**src/hw/rtl/lzfd_pkg.sv**
```systemverilog
// Shared types and constants for the LZSS flag-byte decompressor.
`default_nettype none
package lzfd_pkg;

  localparam int unsigned HistDepth = 4096;
  localparam int unsigned HistAw    = $clog2(HistDepth);

  localparam int unsigned OffsetW   = 12;
  localparam int unsigned LenCodeW  = 4;
  localparam int unsigned LenCntW   = 5;

  localparam logic [3:0] FlagItems = 4'd8;
  localparam logic [LenCntW-1:0] CopyRemBias = LenCntW'(2);

  localparam int unsigned FifoDepth = 2;
  localparam int unsigned FifoAw    = $clog2(FifoDepth);
  localparam int unsigned FifoCntW  = $clog2(FifoDepth + 1);

  typedef struct packed {
    logic                is_copy;
    logic [7:0]          lit;
    logic [OffsetW-1:0]  offset;
    logic [LenCodeW-1:0] len_code;
  } cmd_t;

  typedef enum logic {
    StIdle,
    StCopy
  } eng_state_e;

endpackage
`default_nettype wire

```
**src/hw/rtl/lzfd_cmd_fifo.sv**
```systemverilog
// Short command queue between the parser and the copy engine.
`default_nettype none
module lzfd_cmd_fifo (
  input  wire logic          clk_i,
  input  wire logic          rst_ni,
  input  wire logic          push_i,
  input  lzfd_pkg::cmd_t     cmd_i,
  output logic               full_o,
  input  wire logic          pop_i,
  output logic               valid_o,
  output lzfd_pkg::cmd_t     cmd_o
);
  import lzfd_pkg::*;

  cmd_t                slot_q [FifoDepth];
  logic [FifoAw-1:0]   wr_ptr_q, rd_ptr_q;
  logic [FifoCntW-1:0] cnt_q;
  logic                do_push, do_pop;

  assign full_o  = (cnt_q == FifoCntW'(FifoDepth));
  assign valid_o = (cnt_q != '0);
  assign cmd_o   = slot_q[rd_ptr_q];
  assign do_push = push_i && !full_o;
  assign do_pop  = pop_i && valid_o;

  always_ff @(posedge clk_i) begin
    if (do_push) begin
      slot_q[wr_ptr_q] <= cmd_i;
    end
  end

  always_ff @(posedge clk_i or negedge rst_ni) begin
    if (!rst_ni) begin
      wr_ptr_q <= '0;
      rd_ptr_q <= '0;
      cnt_q    <= '0;
    end else begin
      if (do_push) begin
        wr_ptr_q <= wr_ptr_q + 1'b1;
      end
      if (do_pop) begin
        rd_ptr_q <= rd_ptr_q + 1'b1;
      end
      if (do_push && !do_pop) begin
        cnt_q <= cnt_q + 1'b1;
      end else if (do_pop && !do_push) begin
        cnt_q <= cnt_q - 1'b1;
      end
    end
  end

endmodule
`default_nettype wire

```
**config.mk**
```make
export PLATFORM = sky130hd
export DESIGN_NAME = lzfd_cmd_fifo
export DESIGN_NICKNAME = d
export VERILOG_FILES = /design/src/hw/rtl/lzfd_pkg.sv /design/src/hw/rtl/lzfd_cmd_fifo.sv
export SDC_FILE = /design/constraint.sdc
export NUM_CORES = 1
export LEC_CHECK = 0
export ABC_AREA = 1
export ABC_CLOCK_PERIOD_IN_PS = 2300
export BUFFER_PORTS_ARGS = -buffer_cell sky130_fd_sc_hd__buf_2
export CAP_MARGIN = 20
export CORE_ASPECT_RATIO = 0.9
export CORE_MARGIN = 2
export CORE_UTILIZATION = 46
export DETAILED_ROUTE_END_ITERATION = 10
export GPL_ROUTABILITY_DRIVEN = 0
export PLACE_DENSITY = 0.84
export SYNTH_ARGS = -nofsm -noshare
export SYNTH_HDL_FRONTEND = slang
export SYNTH_SLANG_ARGS = --single-unit
```
**constraint.sdc**
```tcl
create_clock -name clk_i -period 2.3 [get_ports clk_i]
set_clock_uncertainty 0.1 [all_clocks]
set_input_delay 0.23 -clock clk_i [delete_from_list [all_inputs] [get_ports clk_i]]
set_output_delay 0.23 -clock clk_i [all_outputs]
set_load 0.005 [all_outputs]
```
==> run metrics <==
post-route ant nets=0; Leak=between 0.001 and 0.0015 µW; Detail Placement HPWL=2.41 mm; Worst Hold Class=primary input to register; H-tree depth=2; Layout area overhead=27.7%; number of detailed-route iterations in the first pass=6; DR vias/cell=4.52; clk buf depth=2; Yosys warnings=0; postcts setup bufs=0; Placed Cells incl. Taps=around 280; Logic pwr share=0.310; fin crit share=0.778; CTS Buf Count=5; GRT Total Usage=0.145; Via Count=1339; synthesized area per cell=12.8 µm²; Seq pwr share=0.460; initial antenna violation count=0; num rows=23; Int Pwr=2160 µW; Clock Sinks=54; peak supply drop=0.000751 V; Final min period=1.79 ns; final setup TNS=0 ns; width of the chip=74.8 µm; post-cts sizing count=0; fin area=0.00265 mm²; # DRC=0; CTS tree=yes; Hold Fails Final Rpt=0; Core Box Area=0.00440 mm²; Max Freq=559 MHz; Startpoint Class=register; largest net degree at the start of global routing=27; Die H=67.7 µm; placed instance area=0.00241 mm²; sw frac=0.311; hold buffer count at cts=1; Port Buffer Count=55; Worst EP arrival=approximately 1.5 ns; Critical Path RT=a little under 2 ns; 1st-iter DRT viols=120; actual slew at the worst max-slew pin=0.424 ns; Yosys top cell by area=edfxtp_1; initial core utilization=0.472; relative slew slack=0.718; Synth Net Count=192; worst-path fanout max=16; clock group share of total power=0.230; CTS clock-pin slew for the worst setup and hold paths=0.09 ns; Worst-Skew Late Latency=0.29 ns; crit path kind=register to output pin; Seq/Total Area, Yosys=0.771; layout cells sized above 1=0.321; final WL=3.51 mm; library cell used as clock root buffer=clkbuf_8; die area=0.00507 mm²; CP endpoint kind=output pin; top cells by area, synth=edfxtp_1 (72%), nand2_1 (15%), dfrtp_1 (4.8%); max-cap violations=0; gr ovfl total=0; status=finished, final reports clean; fin cells=296; Synth cell types=17; antenna diode count=0; RSZ-0062 raised after global routing=no; Seq cells post-synth=54; Fillers=roughly 350; final slew viol count=0; share of the synthesized area in the top cell type=0.723; synthesized cell area=0.00208 mm²; final setup fails=0; NetSw=975 µW; Pwr Density=roughly 1200 mW/mm²; Post-Synthesis Cells=162; first-pass GRT wire length=5.24 mm; Layout Nets=263; vias in the first global route=1214; # IOs=56; WL per Instance=11.9 µm
[cells in the mapped netlist]
library cell and n:
buf_4 2, ha_1 1, inv_2 1, nand2_1 83, buf_6 3, nand2_2 3, inv_1 6, dfrtp_1 4
edfxtp_1 50, nor2_1 1, nand4_1 1, xnor2_1 1, nor2_4 1, nor2_2 1, nand3_1 2, o21ai_0 1
inv_4 1
[logic make-up after synthesis]
logic type | Yosys count | synth area share
simple gates | 92 | 0.177
compound gates | 1 | 0.00241
fa+ha+maj | 1 | 0.00602
xor+xnor | 1 | 0.00422
buf+inv | 13 | 0.0392
flops | 54 | 0.771
[power by group through the flow]
stage	Combinational (µW)	Sequential (µW)	Clock (µW)
final	972	1440	720
after global routing	1120	1470	772
after CTS	975	1450	738
after detailed placement	972	1470	0
after global placement	945	1460	0
after floorplan	643	1420	0
[critical path: stages (launching register included)]
cell and delay, ns:
dfrtp_1 0.61, buf_4 0.30, nand2_1 0.07, nand2_1 0.08, buf_2 0.11
[flip-flops by register name (all words and copies together) (netlist names)]
register and count:
cnt_q 2, rd_ptr_q 1, slot_q 50, wr_ptr_q 1
[routing by layer]
layer  vias to the layer above  share of wire  track usage
li1                        675              -            -
met1                       614           0.41        0.158
met2                        44           0.52        0.258
met3                         6          0.055       0.0552
met4                         0         0.0088       0.0491
met5                         -              0            0
[through the flow]
stage	setup WS [ns]	total power, µW	utilization	hold slack [ns]
after floorplan	0.133	2070	-	-0.166
after global placement	0.796	2400	0.548	-0.0599
after detailed placement	0.738	2440	0.548	-0.0617
after CTS	0.467	3160	0.582	0.00123
after global routing	0.364	3360	0.602	0.00403
final	0.510	3140	0.602	0.0178
[final cells by class]
type / instances / area, µm² / area share
clock buffers: 5 / 68.8 / 0.0260
clock inverters: 3 / 68.8 / 0.0260
inverters: 8 / 32.5 / 0.0123
multi-input cells: 95 / 397 / 0.150
flip-flops and latches: 54 / 1600 / 0.604
well taps: 62 / 77.6 / 0.0293
repair buffers: 69 / 405 / 0.153
[worst paths after layout]
check | startpoint | slack [ns] | cells past startpoint | to
setup / recovery | rd_ptr_q | 0.51 | 4 | cmd_o[23]
hold / removal | cmd_i[14] | 0.02 | 1 | slot_q[0][14]
setup reg to reg | cnt_q[1] | 0.76 | 4 | slot_q[1][11]
hold reg to reg | cnt_q[1] | 0.40 | 2 | cnt_q[1]
max in group asynchronous | rst_ni | 1.83 | 2 | wr_ptr_q
min in group asynchronous | rst_ni | 0.16 | 2 | cnt_q[0]
[placed cells by master, fill, tap and decap left out, types with 2 or more instances in the layout]
cell / Yosys / layout
nand3_1: 2 / 2
dlygate4sd3_1: 0 / 10
nor2_2: 1 / 2
buf_4: 2 / 4
bufinv_16: 0 / 2
buf_2: 0 / 55
edfxtp_1: 50 / 50
clkbuf_8: 0 / 5
inv_1: 6 / 6
nand2_2: 3 / 3
dfrtp_1: 4 / 4
nand2_1: 83 / 83
(Power assumes the default switching activity.)
