[src/hw/rtl/lzfd_pkg.sv]
// Shared types and constants for the LZSS flag-byte decompressor.
`default_nettype none
package lzfd_pkg;

  localparam int unsigned HistDepth = 4096;
  localparam int unsigned HistAw    = $clog2(HistDepth);

  localparam int unsigned OffsetW   = 12;
  localparam int unsigned LenCodeW  = 4;
  localparam int unsigned LenCntW   = 5;

  localparam logic [3:0] FlagItems = 4'd8;
  localparam logic [LenCntW-1:0] CopyRemBias = LenCntW'(2);

  localparam int unsigned FifoDepth = 2;
  localparam int unsigned FifoAw    = $clog2(FifoDepth);
  localparam int unsigned FifoCntW  = $clog2(FifoDepth + 1);

  typedef struct packed {
    logic                is_copy;
    logic [7:0]          lit;
    logic [OffsetW-1:0]  offset;
    logic [LenCodeW-1:0] len_code;
  } cmd_t;

  typedef enum logic {
    StIdle,
    StCopy
  } eng_state_e;

endpackage
`default_nettype wire

[src/hw/rtl/lzfd_parser.sv]
// Front end: parses flag bytes, literals and codes into commands.
`default_nettype none
module lzfd_parser (
  input  wire logic          clk_i,
  input  wire logic          rst_ni,
  input  wire logic          in_valid_i,
  output logic               in_ready_o,
  input  wire logic [7:0]    in_byte_i,
  input  wire logic          block_last_i,
  input  wire logic          fifo_full_i,
  output logic               push_o,
  output lzfd_pkg::cmd_t     cmd_o
);
  import lzfd_pkg::*;

  logic [7:0] flag_q, flag_d;
  logic [3:0] items_q, items_d;
  logic [7:0] low_q, low_d;
  logic       have_q, have_d;
  logic       accept;

  assign in_ready_o = !fifo_full_i;
  assign accept     = in_valid_i && !fifo_full_i;

  always_comb begin
    flag_d  = flag_q;
    items_d = items_q;
    low_d   = low_q;
    have_d  = have_q;
    push_o  = 1'b0;
    cmd_o.is_copy  = 1'b0;
    cmd_o.lit      = in_byte_i;
    cmd_o.offset   = {in_byte_i[3:0], low_q};
    cmd_o.len_code = in_byte_i[7:4];
    if (accept) begin
      if (items_q == 4'd0) begin
        flag_d  = in_byte_i;
        items_d = FlagItems;
        have_d  = 1'b0;
      end else if (!flag_q[0]) begin
        push_o  = 1'b1;
        flag_d  = flag_q >> 1;
        items_d = items_q - 4'd1;
      end else if (!have_q) begin
        low_d  = in_byte_i;
        have_d = 1'b1;
      end else begin
        push_o        = 1'b1;
        cmd_o.is_copy = 1'b1;
        have_d        = 1'b0;
        flag_d        = flag_q >> 1;
        items_d       = items_q - 4'd1;
      end
      if (block_last_i) begin
        items_d = 4'd0;
        have_d  = 1'b0;
      end
    end
  end

  always_ff @(posedge clk_i or negedge rst_ni) begin
    if (!rst_ni) begin
      flag_q  <= '0;
      items_q <= '0;
      low_q   <= '0;
      have_q  <= 1'b0;
    end else begin
      flag_q  <= flag_d;
      items_q <= items_d;
      low_q   <= low_d;
      have_q  <= have_d;
    end
  end

endmodule
`default_nettype wire

[config.mk]
export PLATFORM = sky130hd
export DESIGN_NAME = lzfd_parser
export DESIGN_NICKNAME = d
export VERILOG_FILES = /design/src/hw/rtl/lzfd_pkg.sv /design/src/hw/rtl/lzfd_parser.sv
export SDC_FILE = /design/constraint.sdc
export NUM_CORES = 1
export LEC_CHECK = 0
export BUFFER_PORTS_ARGS = -buffer_cell sky130_fd_sc_hd__buf_4
export CAP_MARGIN = 10
export CORE_ASPECT_RATIO = 1.1
export CORE_MARGIN = 2
export CORE_UTILIZATION = 55
export CTS_BUF_LIST = sky130_fd_sc_hd__clkbuf_8
export DETAILED_ROUTE_END_ITERATION = 10
export PLACE_DENSITY = 0.86
export SLEW_MARGIN = 10
export SYNTH_ARGS = -nofsm -noshare
export SYNTH_HDL_FRONTEND = slang
export SYNTH_SLANG_ARGS = --single-unit
[constraint.sdc]
create_clock -name clk_i -period 3.4 [get_ports clk_i]
set_clock_uncertainty 0.05 [all_clocks]
set_input_delay 0.17 -clock clk_i [delete_from_list [all_inputs] [get_ports clk_i]]
set_output_delay 0.17 -clock clk_i [all_outputs]
set_load 0.02 [all_outputs]
==> results.cfg <==
[run_status]
status = completed

[critical_path]
crit_slowest_cell = or3b_1
path_cells = inv_1, ha_1, or3b_1, nand2_8, nor2_1, buf_4
start_kind = flip-flop
max_stage_delay_ns = 0.54
r2r_end = low_q[7]
worst_r2r_path_depth = 6
worstPathArrival_ns = 1.83
path_max_fanout = 8
critPathRequiredTime_ns = 3.18
worst-r2r-setup-slack_ns = 1.48
path_class = flip-flop to output port
timing.rr.start = items_q[1]
critPathCaptureType = output port

[detailed_routing]
drc = 0
routed_via_density = 5.45
wirelength_um = 2590
wl_per_cell_um = 15.9
ant_nets = 0
firstDrtPassIters = 4
first_iter_violations = 14
via_count = 888

[layout]
drive_above_1_share = 0.407
diodes = 0
layout_common_cells = 39 x buf_4, 21 x dfrtp_1, 11 x nor2_1
final_common_cell = buf_4
syn2layout_area_growth_pct = 20.0
nets = 151
stdcell_count = 163

[timing]
worstMarginPinSlew_ns = 0.610
final-setup-viol-count = 0
final.period_utilization = 0.602
slew_headroom = 0.592
rsz0062_at_grt = no
slew_violations = 0
fin_crit_ns = 2.05
max_freq_mhz = 488
setup_tns_ns = 0
timing.final.hold_violations = 0

[power_and_ir_drop]
p_leak_nw = 0.678
power.density_mw_per_mm2 = 888
irDropWorstVdd_v = 0.000535

[floorplanning]
die_h_um = 52.6
io_pins = 40
fp.dieArea_mm2 = 0.00253
row_count = 17
core_mm2 = 0.00202
start_util = 0.584
die_w_um = 48.2

[min_path]
hold_path_end = items_q[2]
worstHoldStart = block_last_i
worstHoldPathCells = 2
hold_class = input pin to flip-flop

[placement]
dp_cells = 158
port_buffers = 39
gp_congestion = 0.766
dpl.hpwl_um = 2000

[clock_network]
insertion_delay_ns = 0.26
clk_pin_slew_ns = 0.07
cts_tree = done
cts_htree_levels = 1
cts-buffers-inserted = 3
root_buffer = clkbuf_8
clkSinkCount = 21
cts_resized = 0
clock_path_buffers = 2

[global_route]
antenna_found_initial = 0
grt_pass1_vias = 827
grt_pass1_wl_um = 3970
grt-ovfl-total = 0
grt_max_degree = 22
grt_usage = 0.237

[logic_synthesis]
synth_cell_types = 29
syn_inst = 111
avgSynthCellArea_um2 = 10.6
ys_ff_latch = 21
synth.yosys.seq_area_share = 0.445
syn_area_mm2 = 0.00118
syn-num-nets = 126
yosysWarnings = 0

[run]
cap_viol_max_count = 0
-- what timing repair did --
item                                    CTS  global route
setup buffers                             0             0
endpoints found under the setup margin    0             0
endpoints found under the hold margin    21             0
hold buffers                              1             0
-- synth_stat cells --
cell type,number,area (um2)
dfrtp_1,21,526
buf_4,17,128
nor2_1,11,41.3
mux2_4,8,120
a21oi_1,7,35.0
o22ai_1,7,43.8
nand2_1,6,22.5
o21ai_0,6,30.0
inv_1,5,18.8
a22o_1,2,17.5
ha_1,2,25.0
o41ai_1,2,17.5
a31oi_1,1,6.26
a32o_1,1,10.0
and2b_2,1,8.76
buf_1,1,3.75
buf_6,1,11.3
clkbuf_1,1,3.75
mux2i_1,1,10.0
nand2_8,1,20.0
nand2b_1,1,6.26
nand3_1,1,5.00
nor2_8,1,20.0
nor3_1,1,5.00
nor3b_2,1,12.5
o21a_2,1,8.76
o21bai_1,1,7.51
o31ai_1,1,7.51
or3b_1,1,8.76
-- critical path: cells and delay by family, from the launching register on --
family | cells | cell delay (ns)
and+or+nand+nor | 3 | 0.74
DFF | 1 | 0.40
buffers and inverters | 2 | 0.25
adders and majority gates | 1 | 0.18
-- worst max path at each step --
stage / from / endpoint / slack [ns]
3_5_place_dp: items_q[1] / low_q[1] / 1.49
5_1_grt: items_q[0] / push_o / 1.26
3_3_place_gp: items_q[1] / low_q[6] / 1.55
6_report: items_q[1] / cmd_o[24] / 1.35
4_1_cts: items_q[1] / cmd_o[24] / 1.34
2_1_floorplan: items_q[0] / low_q[0] / 1.70
-- final cells by class --
cell class,count,area [um2]
inverter,5,18.8
clock buffer,3,41.3
timing repair buffer,40,303
fill,161,604
tap,28,35.0
sequential,21,526
clock inverter,1,3.75
multi-input combinational,65,489
-- registers in the layout, indices dropped and copies added (netlist names) --
| name | count |
|---|---|
| flag_q | 8 |
| items_q | 4 |
| low_q | 8 |
| have_q | 1 |
-- power breakdown --
| group | internal [mW] | switching (mW) |
|---|---|---|
| registers | 0.366 | 0.0884 |
| logic | 0.294 | 0.353 |
| clock network | 0.0804 | 0.0757 |
-- stage by stage --
stage / worst slack (ns) / util / total power [mW] / instance area [um2] / hold slack, ns
3_3_place_gp: 1.55 / 0.674 / 1.06 / 1360 / 0.0129
4_1_cts: 1.34 / 0.701 / 1.27 / 1420 / 0.108
6_report: 1.35 / 0.701 / 1.26 / 1420 / 0.117
5_1_grt: 1.26 / 0.701 / 1.35 / 1420 / 0.112
2_1_floorplan: 1.70 / - / 0.937 / 1180 / -0.176
3_5_place_dp: 1.49 / 0.674 / 1.10 / 1360 / 0.0157
-- metal layers --
layer,up-vias,part of all wire,GRT usage
met5,-,0,0
met4,0,0.029,0.153
met3,6,0.036,0.0310
met2,30,0.56,0.388
met1,431,0.37,0.276
li1,421,-,-
-- cells by family (layout without fill, tap and decap cells) --
group | Yosys count | count (layout) | synth area share
AND/OR/NAND/NOR | 25 | 25 | 0.127
multiplexers | 9 | 9 | 0.110
AO/OA/AOI/OAI | 29 | 29 | 0.156
flip-flops | 21 | 21 | 0.445
adder cells (fa/ha/maj) | 2 | 2 | 0.0212
buffers and inverters | 25 | 49 | 0.140
Power figures use the tool's default switching activity.
